`src/hdl/dlz_pkg.sv`:
```
// Shared constants and types for the LZ stream decompressor.
package dlz_pkg;
    localparam int WINDOW_BYTES     = 8192;
    localparam int WIN_BITS         = $clog2(WINDOW_BYTES);
    localparam int BYTES_PER_RESULT = 8;
    localparam int LENGTH_BITS      = 22;

    localparam logic [3:0] BPR = 4'(BYTES_PER_RESULT);

    // Command codes passed from the token decoder to the copy engine.
    localparam logic [1:0] CMD_LIT  = 2'd0;
    localparam logic [1:0] CMD_COPY = 2'd1;
    localparam logic [1:0] CMD_STOP = 2'd2;
    localparam logic [1:0] CMD_NONE = 2'd3;

    typedef struct packed {
        logic [1:0]          kind;
        logic [7:0]          lit;
        logic [WIN_BITS:0]   distance;
        logic [8:0]          len;
    } dlz_cmd_t;
endpackage

```
`src/hdl/dlz_in_if.sv`:
```
// Input channel and result channel interfaces.
interface dlz_in_if;
    logic       valid;
    logic       ready;
    logic [7:0] data_byte;
    logic       stream_start;
    modport source (output valid, output data_byte, output stream_start, input ready);
    modport sink (input valid, input data_byte, input stream_start, output ready);
endinterface


```
`src/hdl/dlz_front.sv`:
```
// Token decoder: shifts control bits one per cycle unless stalled; issues commands.
module dlz_front
    import dlz_pkg::*;
(
    input  logic     clk,
    input  logic     rst_n,
    dlz_in_if.sink   in_ch,
    output logic     cmd_valid,
    output dlz_cmd_t cmd,
    input  logic     cmd_ready
);
    localparam logic [4:0] PH_TOKEN = 5'd0,  PH_X2 = 5'd1, PH_LIT = 5'd2,
        PH_V_SHORT = 5'd3, PH_S_A1 = 5'd4, PH_S_HI = 5'd5, PH_S_SPECIAL = 5'd6,
        PH_V_LONG = 5'd7, PH_L_A1 = 5'd8, PH_L_A2 = 5'd9, PH_L_A3 = 5'd10,
        PH_L_A4 = 5'd11, PH_L_A5 = 5'd12, PH_L_A6 = 5'd13, PH_L_A7 = 5'd14,
        PH_L_A8 = 5'd15, PH_LEN_UNARY = 5'd16, PH_LEN_X1 = 5'd17, PH_LEN_X2 = 5'd18,
        PH_LEN_3 = 5'd19, PH_LEN_BYTE = 5'd20, PH_DONE = 5'd21;

    logic [4:0]  phase_reg, phase_next;
    logic [15:0] cw_reg, cw_next;
    logic [4:0]  left_reg, left_next;
    logic        hi_reg, hi_next;
    logic [7:0]  dlo_reg, dlo_next;
    logic [4:0]  dhi_reg, dhi_next;
    logic [WIN_BITS:0] dist_reg, dist_next;
    logic [8:0]  lbs_reg, lbs_next;
    logic        busy_reg, busy_next;   // still consuming control bits
    logic        cmd_valid_reg, cmd_valid_next;
    dlz_cmd_t    cmd_reg, cmd_next;
    logic        b, stall;
    logic [4:0]  p0;
    logic [15:0] ldbase;
    logic [12:0] dhl;

    assign stall = cmd_valid_reg && !cmd_ready;
    assign in_ch.ready = !busy_reg && !stall;
    assign cmd_valid = cmd_valid_reg;
    assign cmd = cmd_reg;
    assign b = cw_reg[0];
    assign dhl = {dhi_reg, dlo_reg};

    always_comb
    begin
        phase_next = phase_reg; cw_next = cw_reg; left_next = left_reg;
        hi_next = hi_reg; dlo_next = dlo_reg; dhi_next = dhi_reg;
        dist_next = dist_reg; lbs_next = lbs_reg; busy_next = busy_reg;
        cmd_valid_next = stall; cmd_next = cmd_reg;
        ldbase = '0; p0 = phase_reg;
        if (in_ch.valid && in_ch.ready) begin
            if (in_ch.stream_start) begin
                p0 = PH_TOKEN; left_next = '0; hi_next = 1'b0;
                dlo_next = '0; dhi_next = '0; dist_next = '0; lbs_next = '0;
                cw_next = '0;
            end
            cmd_valid_next = 1'b1;
            cmd_next = '{kind: CMD_NONE, lit: 8'd0, distance: '0, len: 9'd0};
            cmd_next.lit = {7'd0, in_ch.stream_start};
            phase_next = p0;
            if (p0 != PH_DONE) begin
                if (!(in_ch.stream_start ? 1'b0 : (left_reg != 5'd0))) begin
                    if (!(in_ch.stream_start ? 1'b0 : hi_reg)) begin
                        cw_next = {8'd0, in_ch.data_byte}; hi_next = 1'b1;
                    end else begin
                        cw_next = {in_ch.data_byte, cw_reg[7:0]}; hi_next = 1'b0;
                        left_next = 5'd16; busy_next = 1'b1; cmd_valid_next = 1'b0;
                    end
                end else begin
                    busy_next = 1'b1; cmd_valid_next = 1'b0;
                    unique case (p0)
                        PH_LIT:
                        begin
                            cmd_next.kind = CMD_LIT; cmd_next.lit = in_ch.data_byte;
                            cmd_valid_next = 1'b1; phase_next = PH_TOKEN;
                        end
                        PH_V_SHORT: begin dlo_next = in_ch.data_byte; phase_next = PH_S_A1; end
                        PH_V_LONG:  begin dlo_next = in_ch.data_byte; phase_next = PH_L_A1; end
                        PH_LEN_BYTE:
                        begin
                            cmd_next.kind = CMD_COPY; cmd_next.distance = dist_reg;
                            cmd_next.len = 9'd17 + {1'b0, in_ch.data_byte};
                            cmd_valid_next = 1'b1; phase_next = PH_TOKEN;
                        end
                        default: ;
                    endcase
                end
            end
        end else if (busy_reg && !stall) begin
            if (left_reg == 5'd0 || phase_reg == PH_LIT || phase_reg == PH_V_SHORT ||
                phase_reg == PH_V_LONG || phase_reg == PH_LEN_BYTE || phase_reg == PH_DONE)
            begin
                busy_next = 1'b0;
                // End of this byte's work: marks the run so results get last_of_run.
                cmd_valid_next = 1'b1;
                cmd_next = '{kind: CMD_NONE, lit: 8'd0, distance: '0, len: 9'd0};
            end else begin
                cw_next = {1'b0, cw_reg[15:1]}; left_next = left_reg - 5'd1;
                cmd_next = '{kind: CMD_COPY, lit: 8'd0, distance: dist_reg, len: 9'd2};
                unique case (phase_reg)
                    PH_TOKEN: phase_next = b ? PH_LIT : PH_X2;
                    PH_X2: phase_next = b ? PH_V_LONG : PH_V_SHORT;
                    PH_S_A1:
                        if (b) begin
                            dhi_next = '0; lbs_next = '0; phase_next = PH_S_HI;
                        end else if (dlo_reg != 8'hff) begin
                            cmd_next.distance = (WIN_BITS+1)'(9'd256 - {1'b0, dlo_reg});
                            cmd_valid_next = 1'b1; phase_next = PH_TOKEN;
                        end else phase_next = PH_S_SPECIAL;
                    PH_S_HI:
                    begin
                        dhi_next = {2'd0, dhi_reg[1:0], b};
                        lbs_next = lbs_reg + 9'd1;
                        if (lbs_reg >= 9'd2) begin
                            cmd_next.distance = (WIN_BITS+1)'(16'd2304 -
                                {5'd0, dhi_reg[1:0], b, dlo_reg});
                            cmd_valid_next = 1'b1; phase_next = PH_TOKEN;
                        end
                    end
                    PH_S_SPECIAL:
                        if (b) phase_next = PH_TOKEN;
                        else begin
                            cmd_next.kind = CMD_STOP; cmd_valid_next = 1'b1;
                            phase_next = PH_DONE; busy_next = 1'b0;
                        end
                    PH_L_A1: begin dhi_next = {4'd0, b}; phase_next = PH_L_A2; end
                    PH_L_A2: if (b) ldbase = 16'd511; else phase_next = PH_L_A3;
                    PH_L_A3: if (b) ldbase = 16'd1023; else phase_next = PH_L_A4;
                    PH_L_A4: begin dhi_next = {3'd0, dhi_reg[0], b}; phase_next = PH_L_A5; end
                    PH_L_A5: if (b) ldbase = 16'd2047; else phase_next = PH_L_A6;
                    PH_L_A6: begin dhi_next = {2'd0, dhi_reg[1:0], b}; phase_next = PH_L_A7; end
                    PH_L_A7: if (b) ldbase = 16'd4095; else phase_next = PH_L_A8;
                    PH_L_A8: ldbase = 16'd8191;
                    PH_LEN_UNARY:
                    begin
                        lbs_next = lbs_reg + 9'd1;
                        if (b) begin
                            cmd_next.len = 9'd3 + lbs_reg; cmd_valid_next = 1'b1;
                            phase_next = PH_TOKEN;
                        end else if (lbs_reg >= 9'd3) phase_next = PH_LEN_X1;
                    end
                    PH_LEN_X1: begin lbs_next = {8'd0, b}; phase_next = PH_LEN_X2; end
                    PH_LEN_X2:
                        if (lbs_reg[0]) begin
                            cmd_next.len = 9'd7 + {8'd0, b}; cmd_valid_next = 1'b1;
                            phase_next = PH_TOKEN;
                        end else if (!b) begin
                            lbs_next = 9'd1; phase_next = PH_LEN_3;
                        end else phase_next = PH_LEN_BYTE;
                    PH_LEN_3:
                    begin
                        lbs_next = {5'd0, lbs_reg[2:0], b};
                        if (lbs_reg[2]) begin
                            cmd_next.len = 9'd9 + {6'd0, lbs_reg[1:0], b};
                            cmd_valid_next = 1'b1; phase_next = PH_TOKEN;
                        end
                    end
                    default: ;
                endcase
                if (phase_reg == PH_L_A8) begin
                    dist_next = (WIN_BITS+1)'(ldbase - {4'd0, dhi_reg[2:0], b, dlo_reg} + 16'd1);
                    lbs_next = '0; phase_next = PH_LEN_UNARY;
                end else if (ldbase != 16'd0) begin
                    dist_next = (WIN_BITS+1)'(ldbase - {3'd0, dhl} + 16'd1);
                    lbs_next = '0; phase_next = PH_LEN_UNARY;
                end
            end
        end
    end

    always_ff @(posedge clk or negedge rst_n)
    begin
        if (!rst_n) begin
            phase_reg <= PH_TOKEN; cw_reg <= '0; left_reg <= '0; hi_reg <= 1'b0;
            dlo_reg <= '0; dhi_reg <= '0; dist_reg <= '0; lbs_reg <= '0;
            busy_reg <= 1'b0; cmd_valid_reg <= 1'b0;
        end else begin
            phase_reg <= phase_next; cw_reg <= cw_next; left_reg <= left_next;
            hi_reg <= hi_next; dlo_reg <= dlo_next; dhi_reg <= dhi_next;
            dist_reg <= dist_next; lbs_reg <= lbs_next; busy_reg <= busy_next;
            cmd_valid_reg <= cmd_valid_next;
        end
    end

    always_ff @(posedge clk)
    begin
        cmd_reg <= cmd_next;
    end

`ifndef SYNTHESIS
    a_stall_hold: assert property (@(posedge clk) disable iff (!rst_n)
        cmd_valid && !cmd_ready |=> cmd_valid && $stable(cmd)) else $error("cmd dropped");
    a_no_accept_busy: assert property (@(posedge clk) disable iff (!rst_n)
        busy_reg |-> !in_ch.ready) else $error("accepted while busy");
    a_bits_bound: assert property (@(posedge clk) disable iff (!rst_n)
        left_reg <= 5'd16) else $error("control bit count");
`endif
endmodule

```
`src/flat_wrapper.sv`:
```
// flat-port wrapper written by rule: the top's interface ports become plain ports
module dlz_front_flat import dlz_pkg::*;
  (clk, rst_n, cmd_valid, cmd, cmd_ready, in_ch_valid, in_ch_data_byte, in_ch_stream_start, in_ch_ready);
  dlz_in_if in_ch_i ();
  input  logic clk;
  input  logic rst_n;
  output logic cmd_valid;
  output dlz_cmd_t cmd;
  input  logic cmd_ready;
  input wire logic [$bits(in_ch_i.valid)-1:0] in_ch_valid;
  input wire logic [$bits(in_ch_i.data_byte)-1:0] in_ch_data_byte;
  input wire logic [$bits(in_ch_i.stream_start)-1:0] in_ch_stream_start;
  output wire logic [$bits(in_ch_i.ready)-1:0] in_ch_ready;
  assign in_ch_i.valid = in_ch_valid;
  assign in_ch_i.data_byte = in_ch_data_byte;
  assign in_ch_i.stream_start = in_ch_stream_start;
  assign in_ch_ready = in_ch_i.ready;
  dlz_front u_core (.clk(clk), .rst_n(rst_n), .in_ch(in_ch_i), .cmd_valid(cmd_valid), .cmd(cmd), .cmd_ready(cmd_ready));
endmodule
```
`config.mk`:
```
export PLATFORM = sky130hd
export DESIGN_NAME = dlz_front_flat
export DESIGN_NICKNAME = d
export VERILOG_FILES = /design/src/hdl/dlz_pkg.sv /design/src/hdl/dlz_in_if.sv /design/src/hdl/dlz_front.sv /design/src/flat_wrapper.sv
export SDC_FILE = /design/constraint.sdc
export NUM_CORES = 1
export LEC_CHECK = 0
export ABC_AREA = 0
export BUFFER_PORTS_ARGS = -buffer_cell sky130_fd_sc_hd__buf_2
export CAP_MARGIN = 40
export CORE_ASPECT_RATIO = 0.6
export CORE_MARGIN = 2
export CORE_UTILIZATION = 46
export CTS_CLUSTER_SIZE = 28
export DETAILED_ROUTE_END_ITERATION = 8
export GPL_TIMING_DRIVEN = 0
export SETUP_SLACK_MARGIN = 0.3
export SKIP_LAST_GASP = 1
export SYNTH_ARGS = -nofsm -noshare
export SYNTH_HDL_FRONTEND = slang
export SYNTH_SLANG_ARGS = --single-unit
```
`constraint.sdc`:
```
create_clock -name clk -period 4.2 [get_ports clk]
set_clock_uncertainty 0.15 [all_clocks]
set_input_delay 0.84 -clock clk [delete_from_list [all_inputs] [get_ports clk]]
set_output_delay 0.84 -clock clk [all_outputs]
set_load 0.01 [all_outputs]
```
==> run summary <==
status -> complete, no violations
PnR worst setup slack -> 0.434 ns
sequential share of the synthesized area -> 37.7%
Leakage -> 3.16 nW
XOR/XNOR Fraction of Synth Area -> 4.37%
Fin Hold WS -> 0.214 ns
post-synthesis adder-cell area fraction -> 8.92%
Worst Setup End Kind -> flop
I/O Buffers -> 46
largest family of logic cells by synthesized area -> compound AO/OA/AOI/OAI gates
clock buffer depth -> 2
area leader, netlist -> dfrtp_1
Reg2Reg Depth -> 14
max FFs per register -> 33
pre-CTS setup slack -> -0.391 ns
Synth warnings -> 0
netlist area before placement -> 6820 sq um
final WL -> 22,100 microns
Initial Util -> 47.0%
wire length of the first global-routing pass -> 34,600 microns
# nets final -> 851
Clock Pin Slew Worst Setup and Hold Paths -> 0.08 ns
Synth top cells by count -> dfrtp_1, nand2_1, ha_1
Critical Path RT -> 4.34 ns
Compound-Gate Fraction of Synth Area -> 25.6%
Seq. cell area -> 2570 sq um
area grow syn2layout -> 14.7%
full die area -> 15,800 sq um
Setup Total Neg Slack -> 0 ns
n_diodes -> 0
class of the worst hold path -> in -> async
dpl cells -> 969
via/cell ratio -> 6.39
Cell Count, Final, Fillers Out -> 993
Post-Synth Simple-Gate Area -> 18.0%
Final Cycle Share -> 89.7%
Post-synth EDFFs -> 33
DRC errors left -> 0
Synth Area per Inst -> 9.44 sq um
top-area cell type share of the netlist area -> 23.1%
startpoint types -> flop
Detailed Route Iter0 Violations -> 833
antenna violations before repair -> 0
DR vias -> 6,342
die span in x -> 161 microns
Die H -> 98.3 microns
mux cell area share after synthesis -> 1.23%
final max-slew violation count -> 0
CTS tree -> built
Multi-input gate area -> 4060 sq um
synth top area cells -> dfrtp_1, edfxtp_1, ha_1
Ports -> 48
vias in the first global route -> 5,977
FMAX -> 266 MHz
Setup CP Type -> reg -> reg
max-cap viol count -> 0
layout cells sized above 1 -> 17.0%
CTS buffer count -> 9
Fillers -> 1,311
Mapped Cells -> 722
min cycle time layout -> 3.77 ns
relative slew slack -> 39.4%
Synth cell types -> 80
total grt overflow -> 0
GPL Wtd Cong -> 0.964
CP arrival -> 3.90 ns
DRT antenna net count -> 0
Row Count -> 34
clk sinks -> 96
First-pass DRT Iterations -> 8
Core ar. -> 14,500 sq um
Detailed Place HPWL -> 16,500 microns
Mapped Nets -> 783
CTS H-tree lvls -> 3
VDD IR max -> 0.286 mV
RSZ-0062 raised after global routing -> no
largest fanout on the critical path -> 10
#FFs+latches synth -> 96
Root Driver -> clkbuf_16
post-synthesis async set-or-reset flop share -> 65.6%
Tot GR Track Use -> 28.2%
Tightest Pin Transition -> 0.902 ns
worst-skew pair later-pin latency -> 0.35 ns
routed len/inst -> 22.2 microns
pwr dens -> 561 nW/um^2
top-count cell post-synth -> dfrtp_1
Final Hold Fails -> 0
leading register cell type out of synthesis -> dfrtp_1
largest net degree at the start of global routing -> 45
final setup vio count -> 0
==> where the power goes <==
group | switching [W] | internal, W
clock | 0.000410 | 0.000422
sequential | 0.000145 | 0.00120
combinational | 0.00145 | 0.000761
==> cell usage in the layout (no fill, tap or decap), types with 21 or more instances in the layout <==
master,Yosys,layout
dfrtp_1,63,61
nand2_1,56,56
buf_2,10,54
ha_1,47,44
nor2_1,42,41
o21ai_0,42,38
edfxtp_1,33,33
inv_1,32,31
nand3_1,26,26
xnor2_1,24,24
a21oi_1,22,22
a22oi_1,21,21
==> worst max-delay path: stages (launching register included) <==
cell      delay, ns
dfrtp_1        0.43
buf_4          0.19
or3b_1         0.35
a211o_1        0.28
and2_4         0.18
ha_1           0.29
inv_1          0.05
ha_2           0.21
fa_2           0.40
a211oi_4       0.27
o21ai_4        0.11
a41o_1         0.22
a21o_1         0.23
a41oi_2        0.20
a22o_1         0.14
==> timing repair <==
| item | CTS | global route |
|---|---|---|
| setup endpoints to repair | 8 | 6 |
| gates resized for setup | 13 | 21 |
| hold buffers | 0 | 0 |
| gates cloned | 0 | 0 |
| pin swaps | 3 | 8 |
| setup buffers | 2 | 5 |
==> layout make-up <==
cell class | instances | area share, %
clock buffer | 9 | 2.88
multi-input combinational | 559 | 51.9
inverter | 33 | 1.63
tap | 198 | 3.17
sequential | 96 | 32.8
clock inverter | 7 | 0.928
timing repair buffer | 57 | 4.48
buffer | 34 | 2.21
==> path summary, 6_finish.rpt <==
kind	from	to	slack, ns
max in group asynchronous	rst_n	u_core.phase_reg[0]	3.12
worst max-delay path	u_core.phase_reg[2]	u_core.dist_reg[13]	0.43
worst max register to register	u_core.phase_reg[2]	u_core.dist_reg[13]	0.43
worst min register to register	u_core.dist_reg[0]	u_core.dist_reg[0]	0.33
worst min-delay path	rst_n	u_core.cw_reg[10]	0.21
min in group clk	u_core.dist_reg[0]	u_core.dist_reg[0]	0.33
==> per-stage QoR <==
step | cell area, sq um | util (%) | power (W)
after CTS | 7710 | 53.1 | 0.00432
after global routing | 7820 | 53.9 | 0.00463
after global placement | 7300 | 50.3 | 0.00341
final | 7820 | 53.9 | 0.00439
after detailed placement | 7370 | 50.8 | 0.00345
after floorplan | 6820 | - | 0.00274
==> layer usage <==
layer	part of all wire [%]	global-route usage, %
met4	0.74	3.98
met5	0	0
met3	8.9	5.82
met1	50	45.6
met2	40	38.9
==> cells by family after synthesis <==
kind of cell               count (synthesis)
buffers and inverters                     67
muxes                                      8
AOI/OAI and AO/OA                        238
adders and majority gates                 48
and+or+nand+nor                          231
xor gates and xnor gates                  34
DFF                                       96
Power figures use the tool's default switching activity.
