===== src/hdl/dlz_pkg.sv =====
// Shared constants and types for the LZ stream decompressor.
package dlz_pkg;
    localparam int WINDOW_BYTES     = 8192;
    localparam int WIN_BITS         = $clog2(WINDOW_BYTES);
    localparam int BYTES_PER_RESULT = 8;
    localparam int LENGTH_BITS      = 22;

    localparam logic [3:0] BPR = 4'(BYTES_PER_RESULT);

    // Command codes passed from the token decoder to the copy engine.
    localparam logic [1:0] CMD_LIT  = 2'd0;
    localparam logic [1:0] CMD_COPY = 2'd1;
    localparam logic [1:0] CMD_STOP = 2'd2;
    localparam logic [1:0] CMD_NONE = 2'd3;

    typedef struct packed {
        logic [1:0]          kind;
        logic [7:0]          lit;
        logic [WIN_BITS:0]   distance;
        logic [8:0]          len;
    } dlz_cmd_t;
endpackage


===== src/hdl/dlz_queue.sv =====
// Short command queue between the token decoder and the copy engine.
module dlz_queue
    import dlz_pkg::*;
(
    input  logic     clk,
    input  logic     rst_n,
    input  logic     wr_valid,
    input  dlz_cmd_t wr_cmd,
    output logic     wr_ready,
    output logic     rd_valid,
    output dlz_cmd_t rd_cmd,
    input  logic     rd_ready
);
    dlz_cmd_t  mem_reg [4];
    logic [1:0] wp_reg, rp_reg;
    logic [2:0] cnt_reg;
    logic wr, rd;

    assign wr_ready = cnt_reg != 3'd4;
    assign rd_valid = cnt_reg != 3'd0;
    assign rd_cmd = mem_reg[rp_reg];
    assign wr = wr_valid && wr_ready;
    assign rd = rd_valid && rd_ready;

    always_ff @(posedge clk or negedge rst_n)
    begin
        if (!rst_n) begin
            wp_reg <= '0; rp_reg <= '0; cnt_reg <= '0;
        end else begin
            if (wr) wp_reg <= wp_reg + 2'd1;
            if (rd) rp_reg <= rp_reg + 2'd1;
            cnt_reg <= cnt_reg + {2'd0, wr} - {2'd0, rd};
        end
    end

    always_ff @(posedge clk)
    begin
        if (wr) mem_reg[wp_reg] <= wr_cmd;
    end

`ifndef SYNTHESIS
    a_count: assert property (@(posedge clk) disable iff (!rst_n)
        cnt_reg <= 3'd4) else $error("queue count");
    a_full: assert property (@(posedge clk) disable iff (!rst_n)
        cnt_reg == 3'd4 && !rd |=> cnt_reg == 3'd4) else $error("queue full lost");
    a_empty: assert property (@(posedge clk) disable iff (!rst_n)
        cnt_reg == 3'd0 && !wr |=> cnt_reg == 3'd0) else $error("queue empty");
`endif
endmodule


===== config.mk =====
export PLATFORM = sky130hd
export DESIGN_NAME = dlz_queue
export DESIGN_NICKNAME = d
export VERILOG_FILES = /design/src/hdl/dlz_pkg.sv /design/src/hdl/dlz_queue.sv
export SDC_FILE = /design/constraint.sdc
export NUM_CORES = 1
export LEC_CHECK = 0
export BUFFER_PORTS_ARGS = -buffer_cell sky130_fd_sc_hd__clkbuf_2
export CORE_UTILIZATION = 55
export CTS_BUF_LIST = sky130_fd_sc_hd__clkbuf_4 sky130_fd_sc_hd__clkbuf_8
export CTS_CLUSTER_DIAMETER = 100
export DETAILED_ROUTE_END_ITERATION = 16
export HOLD_SLACK_MARGIN = 0.02
export PLACE_DENSITY = 0.74
export SLEW_MARGIN = 20
export SYNTH_ARGS = -nofsm -noshare
export SYNTH_HDL_FRONTEND = slang
export SYNTH_SLANG_ARGS = --single-unit

===== constraint.sdc =====
create_clock -name clk -period 2.55 [get_ports clk]
set_clock_uncertainty 0.2 [all_clocks]
set_input_delay 0.6375 -clock clk [delete_from_list [all_inputs] [get_ports clk]]
set_output_delay 0.6375 -clock clk [all_outputs]
set_load 0.1 [all_outputs]

==> results.sh, run 1 <==
export IMPL_slew_viol_final=0
export IMPL_grt_pass1_wl_mm=14.3
export IMPL_setup_slack_ns=-0.138
export IMPL_die_h_um=100
export IMPL_fin_crit_ns=2.69
export IMPL_detail_route_antenna_nets=0
export IMPL_ys_seq_area_frac=0.784
export IMPL_synth_commonest_cells="edfxtp_1, mux4_2, dfrtp_1"
export IMPL_viasPerCell=5.39
export IMPL_path_clk_slew_ns=0.09
export IMPL_dp_hpwl_mm=5.29
export IMPL_min_path_type="in2reg"
export IMPL_avgRoutedWirePerCell_um=19.9
export IMPL_gp_congestion=0.653
export IMPL_worst_pin_slew_ns=0.391
export IMPL_final_nets=360
export IMPL_syn_mean_instance_area_um2=24.7
export IMPL_largest_reg_flops=132
export IMPL_crit_start="rp_reg[0]$_DFFE_PN0P_"
export IMPL_drt_iter0_drc=107
export IMPL_drc=0
export IMPL_yosysUniqueCellTypes=21
export IMPL_num_rows=35
export IMPL_synth_edff_count=132
export IMPL_endpoint_kind="output port"
export IMPL_rsz0062_at_grt="true"
export IMPL_relSlewSlack=0.736
export IMPL_reg2reg_from="cnt_reg[1]$_DFF_PN0_"
export IMPL_clockBufferDepth=2
export IMPL_maxCapViolCount=0
export IMPL_failed_checks="negative setup slack"
export IMPL_pre_cts_slack_ns=0.180
export IMPL_start_kind="flip-flop"
export IMPL_dr_pass1_iters=4
export IMPL_synth_cells=214
export IMPL_hp_start="wr_cmd[19]"
export IMPL_io_buffers=71
export IMPL_yosys_top_cells_area="edfxtp_1, mux4_2, dfrtp_1"
export IMPL_dieArea_mm2=0.0100
export IMPL_yosys_warnings=0
export IMPL_start_util=0.569
export IMPL_setup_violations_final=33
export IMPL_fmax_mhz=372
export IMPL_yosys_area_top_type_share=0.750
export IMPL_grt_usage=0.205
export IMPL_synth_main_ff_cell="edfxtp_1"
export IMPL_drive_gt1_frac=0.492
export IMPL_clkSinkCount=139
export IMPL_grt_overflow=0
export IMPL_ys_ff_latch=139
export IMPL_grt_start_max_net_pins=34
export IMPL_cp_data_arrival_time_ns=1.85
export IMPL_vias=2468
export IMPL_yosys_area_top_type="edfxtp_1"
export IMPL_synth_most_common_cell="edfxtp_1"
export IMPL_clk_latency_ns=0.42
export IMPL_cts_root_buffer="clkbuf_8"
export IMPL_wl_mm=9.14
export IMPL_synth_async_sr_flop_share=0.0504
export IMPL_crit_type="reg2out"
export IMPL_status="complete, but fails checks"
export IMPL_cts_max_level=4
export IMPL_ios=72
export IMPL_grt_pass1_vias=2615
export IMPL_critPathRequiredTime_ns=1.71
export IMPL_antenna_found_initial=0
export IMPL_die_w_um=100
export IMPL_area_growth_pct=30.8
export IMPL_path_max_fanout=7
export IMPL_finalCritPeriodShare=1.05
export IMPL_hold_viol_final=0
export IMPL_syn_cell_area_mm2=0.00528
export IMPL_antenna_cells=0
export IMPL_fin_setup_tns_ns=-3.36
export IMPL_cts_buffers=17
export IMPL_syn_num_nets=258
export IMPL_core_mm2=0.00928
export IMPL_cts_tree="built"
==> cells in the final DEF (no fill, tap or decap), types with 2 or more instances in the layout <==
master      netlist  routed
o211ai_1          2       2
clkinvlp_4        0       2
buf_4             0       5
mux4_2           28      33
bufinv_16         0       2
dfrtp_2           0       3
buf_6             1       3
clkbuf_8          0      17
inv_1             6       6
ha_1              6       6
and3b_2           0       4
clkbuf_4          0       3
clkinv_4          0       3
buf_12            3      43
nand2b_1          4       4
dfrtp_1           7       4
xnor2_1           3       3
nand4bb_1         2       2
inv_6             0       5
edfxtp_1        132     132
clkbuf_2          0      36
==> layout make-up <==
class | count | area, um2
multi-input combinational | 61 | 1020
clock inverter | 14 | 160
timing repair buffer | 91 | 1160
inverter | 6 | 22.5
tap | 129 | 161
clock buffer | 18 | 241
fill | 549 | 2370
sequential | 139 | 4140
==> cells by family after synthesis <==
family / Yosys count / synth area share
buf+inv: 14 / 0.0216
compound gates: 4 / 0.00616
xor+xnor: 4 / 0.00663
simple gates: 13 / 0.0199
mux: 33 / 0.144
fa+ha+maj: 7 / 0.0180
flops: 139 / 0.784
==> critical path: stages, from the launching register on <==
cell,delay [ns]
dfrtp_2,0.41
buf_6,0.13
buf_12,0.13
mux4_2,0.56
buf_12,0.20
==> metal layers <==
metal,track usage,wire length (um),vias to the layer above
li1,-,-,1113
met3,0.0634,491,6
met1,0.256,3660,1264
met4,0.0669,57,0
met2,0.348,4920,85
met5,0,0,-
==> repair_timing <==
action | 4_1_cts | 5_1_grt
setup buffers | 6 | 2
gates cloned | 2 | 0
gates resized for setup | 12 | 4
endpoints found under the hold margin | 7 | 0
setup endpoints to repair | 35 | 34
hold buffers | 1 | 0
==> metrics by stage <==
step	instance area [um2]	cells	hold WS, ns	util
after floorplan	5280	214	0.142	-
after global placement	6400	416	0.286	0.689
after detailed placement	6400	416	0.285	0.689
after CTS	6910	457	0.206	0.744
after global routing	6910	458	0.200	0.744
final	6910	458	0.227	0.744
==> final timing paths <==
path	end	cells past startpoint	slack [ns]
max in group asynchronous	rp_reg[1]$_DFFE_PN0P_	2	1.57
setup / recovery	rd_cmd[26]	4	-0.14
hold / removal	mem_reg[0][19]$_DFFE_PP_	1	0.23
hold reg to reg	cnt_reg[2]$_DFF_PN0_	1	0.38
setup reg to reg	cnt_reg[2]$_DFF_PN0_	8	0.27
min in group asynchronous	wp_reg[1]$_DFFE_PN0P_	2	0.39
Power of run 1 is not shown: default switching activity piles up to over one toggle a cycle in this logic, so the estimate is an artifact.
==> run 2, diff against run 1 <==
--- a/config.mk
+++ b/config.mk
@@ -6,12 +6,15 @@
 export NUM_CORES = 1
 export LEC_CHECK = 0
 export BUFFER_PORTS_ARGS = -buffer_cell sky130_fd_sc_hd__clkbuf_2
-export CORE_UTILIZATION = 55
+export CAP_MARGIN = 20
+export CELL_PAD_IN_SITES_DETAIL_PLACEMENT = 2
+export CELL_PAD_IN_SITES_GLOBAL_PLACEMENT = 2
+export CORE_UTILIZATION = 46
 export CTS_BUF_LIST = sky130_fd_sc_hd__clkbuf_4 sky130_fd_sc_hd__clkbuf_8
 export CTS_CLUSTER_DIAMETER = 100
 export DETAILED_ROUTE_END_ITERATION = 16
 export HOLD_SLACK_MARGIN = 0.02
-export PLACE_DENSITY = 0.74
+export PLACE_DENSITY = 0.78
 export SLEW_MARGIN = 20
 export SYNTH_ARGS = -nofsm -noshare
 export SYNTH_HDL_FRONTEND = slang
==> run 2 against run 1 <==
Against the previous run:
- the flow now stops in 3_5_place_dp
- synthesized area unchanged
- synthesized cell count is the same
==> results.sh, run 2 <==
export IMPL_status="stopped before the end"
export IMPL_stop_stage="3_5_place_dp"
export IMPL_toolErrorMsg="[ERROR DPL-0033] detailed placement checks failed during check placement."
export IMPL_yosys_warnings=0
export IMPL_syn_mean_instance_area_um2=24.7
export IMPL_syn_cell_area_mm2=0.00528
export IMPL_ys_ff_latch=139
export IMPL_num_rows=38
export IMPL_die_h_um=109
export IMPL_synth_most_common_cell="edfxtp_1"
export IMPL_synth_main_ff_cell="edfxtp_1"
export IMPL_synth_cells=214
export IMPL_ys_seq_area_frac=0.784
export IMPL_synth_commonest_cells="edfxtp_1, mux4_2, dfrtp_1"
export IMPL_gp_congestion=0.707
export IMPL_io_buffers=71
export IMPL_yosys_area_top_type="edfxtp_1"
export IMPL_yosys_area_top_type_share=0.750
export IMPL_dp_hpwl_mm=7.90
export IMPL_yosys_top_cells_area="edfxtp_1, mux4_2, dfrtp_1"
export IMPL_die_w_um=109
export IMPL_synth_async_sr_flop_share=0.0504
export IMPL_yosysUniqueCellTypes=21
export IMPL_ios=72
export IMPL_syn_num_nets=258
export IMPL_synth_edff_count=132
export IMPL_start_util=0.479
## run 2: cell families after synthesis
logic type | count (synthesis) | share of synthesized area
compound gates | 4 | 0.00616
xor+xnor | 4 | 0.00663
fa+ha+maj | 7 | 0.0180
buf+inv | 14 | 0.0216
flops | 139 | 0.784
mux | 33 | 0.144
simple gates | 13 | 0.0199
## run 2: stage by stage
stage | std cells | setup WS [ns] | instance area [um2] | hold WS (ns)
after floorplan | 214 | 0.217 | 5280 | 0.142
after global placement | 427 | 0.202 | 6390 | 0.294
==> run 3, diff against run 2 <==
==> config.mk (replaced) <==
export PLATFORM = sky130hd
export DESIGN_NAME = dlz_queue
export DESIGN_NICKNAME = d
export VERILOG_FILES = /design/src/hdl/dlz_pkg.sv /design/src/hdl/dlz_queue.sv
export SDC_FILE = /design/constraint.sdc
export NUM_CORES = 1
export LEC_CHECK = 0
export BUFFER_PORTS_ARGS = -buffer_cell sky130_fd_sc_hd__clkbuf_2
export CAP_MARGIN = 20
export CORE_UTILIZATION = 40
export DETAILED_ROUTE_END_ITERATION = 16
export PLACE_DENSITY_LB_ADDON = 0.15
export SLEW_MARGIN = 20
export SYNTH_ARGS = -nofsm -noshare
export SYNTH_HDL_FRONTEND = slang
export SYNTH_SLANG_ARGS = --single-unit
==> run 3 against run 2 <==
Against the previous run:
- the flow now finishes, with violations (negative setup slack)
==> results.sh, run 3 (same netlist as run 1, synthesis figures left out) <==
export IMPL_status="complete, but fails checks"
export IMPL_failed_checks="negative setup slack"
export IMPL_setup_slack_ns=-0.144
export IMPL_cts_max_level=4
export IMPL_hp_start="wr_cmd[3]"
export IMPL_grt_pass1_wl_mm=15.0
export IMPL_core_mm2=0.0128
export IMPL_wl_mm=9.73
export IMPL_cpMaxStageDelayCell="mux4_2"
export IMPL_cpPeakStageDelay_ns=0.54
export IMPL_layout_common_cells="edfxtp_1, clkbuf_2, buf_12, mux4_2, clkbuf_16"
export IMPL_clk_latency_ns=0.40
export IMPL_drive_gt1_frac=0.465
export IMPL_clockBufferDepth=2
export IMPL_largest_reg_flops=132
export IMPL_antenna_cells=0
export IMPL_grt_overflow=0
export IMPL_viasPerCell=4.96
export IMPL_crit_start="rp_reg[0]$_DFFE_PN0P_"
export IMPL_pre_cts_slack_ns=0.170
export IMPL_endpoint_kind="output port"
export IMPL_dr_pass1_iters=5
export IMPL_holdWs_ns=0.249
export IMPL_start_kind="flip-flop"
export IMPL_final_nets=363
export IMPL_setup_violations_final=32
export IMPL_io_buffers=71
export IMPL_worst_pin_slew_ns=0.482
export IMPL_area_growth_pct=34.2
export IMPL_detail_route_antenna_nets=0
export IMPL_gp_congestion=0.643
export IMPL_grt_usage=0.160
export IMPL_cts_tree="built"
export IMPL_vias=2495
export IMPL_clkSinkCount=139
export IMPL_maxCapViolCount=0
export IMPL_antenna_found_initial=1
export IMPL_fmax_mhz=371
export IMPL_relSlewSlack=0.681
export IMPL_drt_iter0_drc=154
export IMPL_path_clk_slew_ns=0.05
export IMPL_cp_data_arrival_time_ns=1.86
export IMPL_place_area_mm2=0.00639
export IMPL_slew_viol_final=0
export IMPL_reg2reg_from="cnt_reg[1]$_DFF_PN0_"
export IMPL_avgRoutedWirePerCell_um=19.3
export IMPL_ios=72
export IMPL_mostFrequentLayoutCell="edfxtp_1"
export IMPL_drc=0
export IMPL_crit_type="reg2out"
export IMPL_dieArea_mm2=0.0137
export IMPL_path_max_fanout=6
export IMPL_die_h_um=117
export IMPL_crit_chain="buf_6 -> buf_16 -> mux4_2 -> buf_12"
export IMPL_finalCritPeriodShare=1.06
export IMPL_die_w_um=117
export IMPL_num_rows=41
export IMPL_cts_buffers=17
export IMPL_ff2ff_setup_slack_ns=0.23
export IMPL_grt_start_max_net_pins=25
export IMPL_final_area_mm2=0.00709
export IMPL_dp_hpwl_mm=5.84
export IMPL_min_path_type="in2reg"
export IMPL_cts_root_buffer="clkbuf_16"
export IMPL_critPathRequiredTime_ns=1.71
export IMPL_fin_crit_ns=2.69
export IMPL_rsz0062_at_grt="true"
export IMPL_start_util=0.414
export IMPL_grt_pass1_vias=2694
export IMPL_hold_viol_final=0
run 3: worst max-delay path: cells and delay by family (launching register included):
kind | cells | cell delay, ns
mux | 1 | 0.54
flops | 1 | 0.43
buf+inv | 3 | 0.49
run 3: routing by layer:
metal  up-vias  routed length [um]  global-route usage
met5         -                  11                   0
met4         2                  98              0.0734
met3        12                 447              0.0484
met2        66                4820               0.250
met1      1299                4360               0.207
li1       1116                   -                   -
run 3: stage by stage:
| step | setup TNS (ns) | util | instances |
|---|---|---|---|
| 3_3_place_gp | 0 | 0.500 | 461 |
| 6_report | -3.94 | 0.555 | 503 |
| 4_1_cts | -4.58 | 0.552 | 500 |
| 5_1_grt | -5.98 | 0.555 | 503 |
| 3_5_place_dp | 0 | 0.500 | 461 |
| 2_1_floorplan | 0 | - | 214 |
run 3: final cells by class:
class                   count  area (um2)
clock buffers              21         440
clock inverters            10         101
fillers                   980        5690
inverters                   6        22.5
multi-input cells          61        1020
flip-flops and latches    139        4140
well taps                 172         215
repair buffers             94        1150
run 3: final timing paths:
| path | cells after the start | end |
|---|---|---|
| max | 4 | rd_cmd[11] |
| max reg2reg | 8 | cnt_reg[2]$_DFF_PN0_ |
| min reg2reg | 2 | wp_reg[1]$_DFFE_PN0P_ |
| min | 1 | mem_reg[2][3]$_DFFE_PP_ |
| max in group asynchronous | 2 | rp_reg[0]$_DFFE_PN0P_ |
| min in group asynchronous | 2 | wp_reg[1]$_DFFE_PN0P_ |
run 3: repair_timing:
item / 4_1_cts / 5_1_grt
setup buffers: 4 / 2
endpoints found under the hold margin: 7 / 0
gates resized for setup: 9 / 1
hold buffers: 1 / 0
setup endpoints to repair: 33 / 34
gates cloned: 3 / 1
Power of run 3 is left out for the same reason.
==> run 4, diff against run 3 <==
--- a/config.mk
+++ b/config.mk
@@ -5,7 +5,7 @@
 export SDC_FILE = /design/constraint.sdc
 export NUM_CORES = 1
 export LEC_CHECK = 0
-export BUFFER_PORTS_ARGS = -buffer_cell sky130_fd_sc_hd__clkbuf_2
+export BUFFER_PORTS_ARGS = -buffer_cell sky130_fd_sc_hd__buf_2
 export CAP_MARGIN = 20
 export CORE_UTILIZATION = 40
 export DETAILED_ROUTE_END_ITERATION = 16
==> run 4 against run 3 <==
Against the previous run:
- the flow still finishes with violations (negative setup slack)
- worst hold slack got worse by 0.010 ns
- critical path depth unchanged
- fmax increased by 0.47%
- routed wire length decreased by 2.0%
- via count decreased by 0.88%
- setup slack improved by 0.013 ns
- critical path type unchanged
- largest cell class unchanged
==> results.sh, run 4 (same netlist as run 1, synthesis figures left out) <==
export IMPL_crit_type="reg2out"
export IMPL_clk_latency_ns=0.41
export IMPL_grt_pass1_vias=2641
export IMPL_avgRoutedWirePerCell_um=18.8
export IMPL_die_h_um=117
export IMPL_min_path_type="in2reg"
export IMPL_cts_root_buffer="clkbuf_16"
export IMPL_path_max_fanout=8
export IMPL_ios=72
export IMPL_postLayoutCoreUtil=0.542
export IMPL_grt_usage=0.156
export IMPL_antenna_cells=0
export IMPL_reg2reg_from="cnt_reg[2]$_DFF_PN0_"
export IMPL_dp_hpwl_mm=5.92
export IMPL_holdWs_ns=0.239
export IMPL_drive_gt1_frac=0.485
export IMPL_grt_start_max_net_pins=22
export IMPL_setup_slack_ns=-0.131
export IMPL_start_util=0.414
export IMPL_largest_reg_flops=132
export IMPL_cp_common_cell="buf_12"
export IMPL_vias=2473
export IMPL_worst_pin_slew_ns=0.482
export IMPL_cp_top_family="multiplexers"
export IMPL_io_buffers=71
export IMPL_drc=0
export IMPL_slew_viol_final=0
export IMPL_clockBufferDepth=2
export IMPL_hp_start="wr_cmd[12]"
export IMPL_dieArea_mm2=0.0137
export IMPL_finalCritPeriodShare=1.05
export IMPL_cts_buffers=17
export IMPL_clkSinkCount=139
export IMPL_start_kind="flip-flop"
export IMPL_gp_congestion=0.679
export IMPL_mostFrequentLayoutCell="edfxtp_1"
export IMPL_core_mm2=0.0128
export IMPL_status="complete, but fails checks"
export IMPL_grt_pass1_wl_mm=14.6
export IMPL_grt_overflow=0
export IMPL_reg2reg_to="cnt_reg[2]$_DFF_PN0_"
export IMPL_endpoint_kind="output port"
export IMPL_worstHoldEndpoint="mem_reg[2][12]$_DFFE_PP_"
export IMPL_drt_iter0_drc=170
export IMPL_pre_cts_slack_ns=0.133
export IMPL_ff2ff_setup_slack_ns=0.30
export IMPL_viasPerCell=4.87
export IMPL_cts_max_level=4
export IMPL_die_w_um=117
export IMPL_cpMaxStageDelayCell="mux4_2"
export IMPL_failed_checks="negative setup slack"
export IMPL_fmax_mhz=373
export IMPL_cp_data_arrival_time_ns=1.84
export IMPL_cts_tree="built"
export IMPL_num_rows=41
export IMPL_detail_route_antenna_nets=0
export IMPL_hold_viol_final=0
export IMPL_wl_mm=9.54
export IMPL_dr_pass1_iters=4
export IMPL_crit_chain="buf_12 -> buf_16 -> mux4_2 -> buf_12"
export IMPL_reg2reg_depth=9
export IMPL_path_clk_slew_ns=0.05
export IMPL_area_growth_pct=31.1
export IMPL_layout_common_cells="edfxtp_1, buf_2, mux4_2, buf_4, buf_12"
export IMPL_maxCapViolCount=0
export IMPL_critPathRequiredTime_ns=1.71
export IMPL_antenna_found_initial=2
export IMPL_fin_crit_ns=2.68
export IMPL_hold_path_depth=1
export IMPL_relSlewSlack=0.681
export IMPL_final_nets=368
export IMPL_setup_violations_final=31
export IMPL_cpPeakStageDelay_ns=0.56
export IMPL_rsz0062_at_grt="true"
export IMPL_path_buf_inv=3
run 4: changes by cell type in the layout (fill, tap and decap cells not counted), moves of 2 or more:
cell	previous run	this run
buf_6	1	16
buf_2	1	37
clkbuf_1	4	1
buf_4	14	23
clkinvlp_4	3	0
buf_8	0	2
clkbuf_2	36	0
buf_12	36	18
clkinv_2	0	6
run 4: how the worst max path moves through the flow:
stage	from	to	cells after the start
floorplan	rp_reg[1]$_DFFE_PN0P_	rd_cmd[3]	3
global placement	rp_reg[0]$_DFFE_PN0P_	rd_cmd[11]	3
detailed placement	rp_reg[0]$_DFFE_PN0P_	rd_cmd[16]	3
CTS	rp_reg[0]$_DFFE_PN0P_	rd_cmd[26]	4
global route	rp_reg[0]$_DFFE_PN0P_	rd_cmd[16]	4
finish	rp_reg[0]$_DFFE_PN0P_	rd_cmd[26]	4
run 4: routing by layer:
metal  up-vias  track usage  share of wire
li1       1119            -              -
met1      1272        0.190           0.45
met2        64        0.250           0.49
met3        14       0.0602          0.044
met4         4       0.0658          0.013
met5         -            0         0.0037
run 4: cell type report:
type	count	area (um2)
Sequential cell	139	4140
Clock inverter	13	109
Fill cell	1006	5850
Timing Repair Buffer	99	993
Inverter	6	22.5
Clock buffer	18	429
Tap cell	172	215
Multi-Input combinational cell	61	1020
run 4: what timing repair did:
action | CTS | global route
setup endpoints to repair | 34 | 32
hold buffers | 1 | 0
gates resized for setup | 47 | 11
gates cloned | 1 | 0
endpoints found under the hold margin | 7 | 0
setup buffers | 6 | 3
run 4: stage by stage:
stage	setup TNS (ns)	cell area [um2]	cells
floorplan	0	5280	214
global placement	0	6110	466
detailed placement	0	6110	466
CTS	-4.12	6890	505
global route	-5.13	6930	508
finish	-3.07	6930	508
run 4: worst reg2reg max path: cells and delay by family, from the launching register on:
kind	cells	cell delay, ns
xor+xnor	2	0.27
flops	1	0.45
buf+inv	2	0.11
simple gates	2	0.34
fa+ha+maj	3	0.79
Power of run 4 is left out for the same reason.
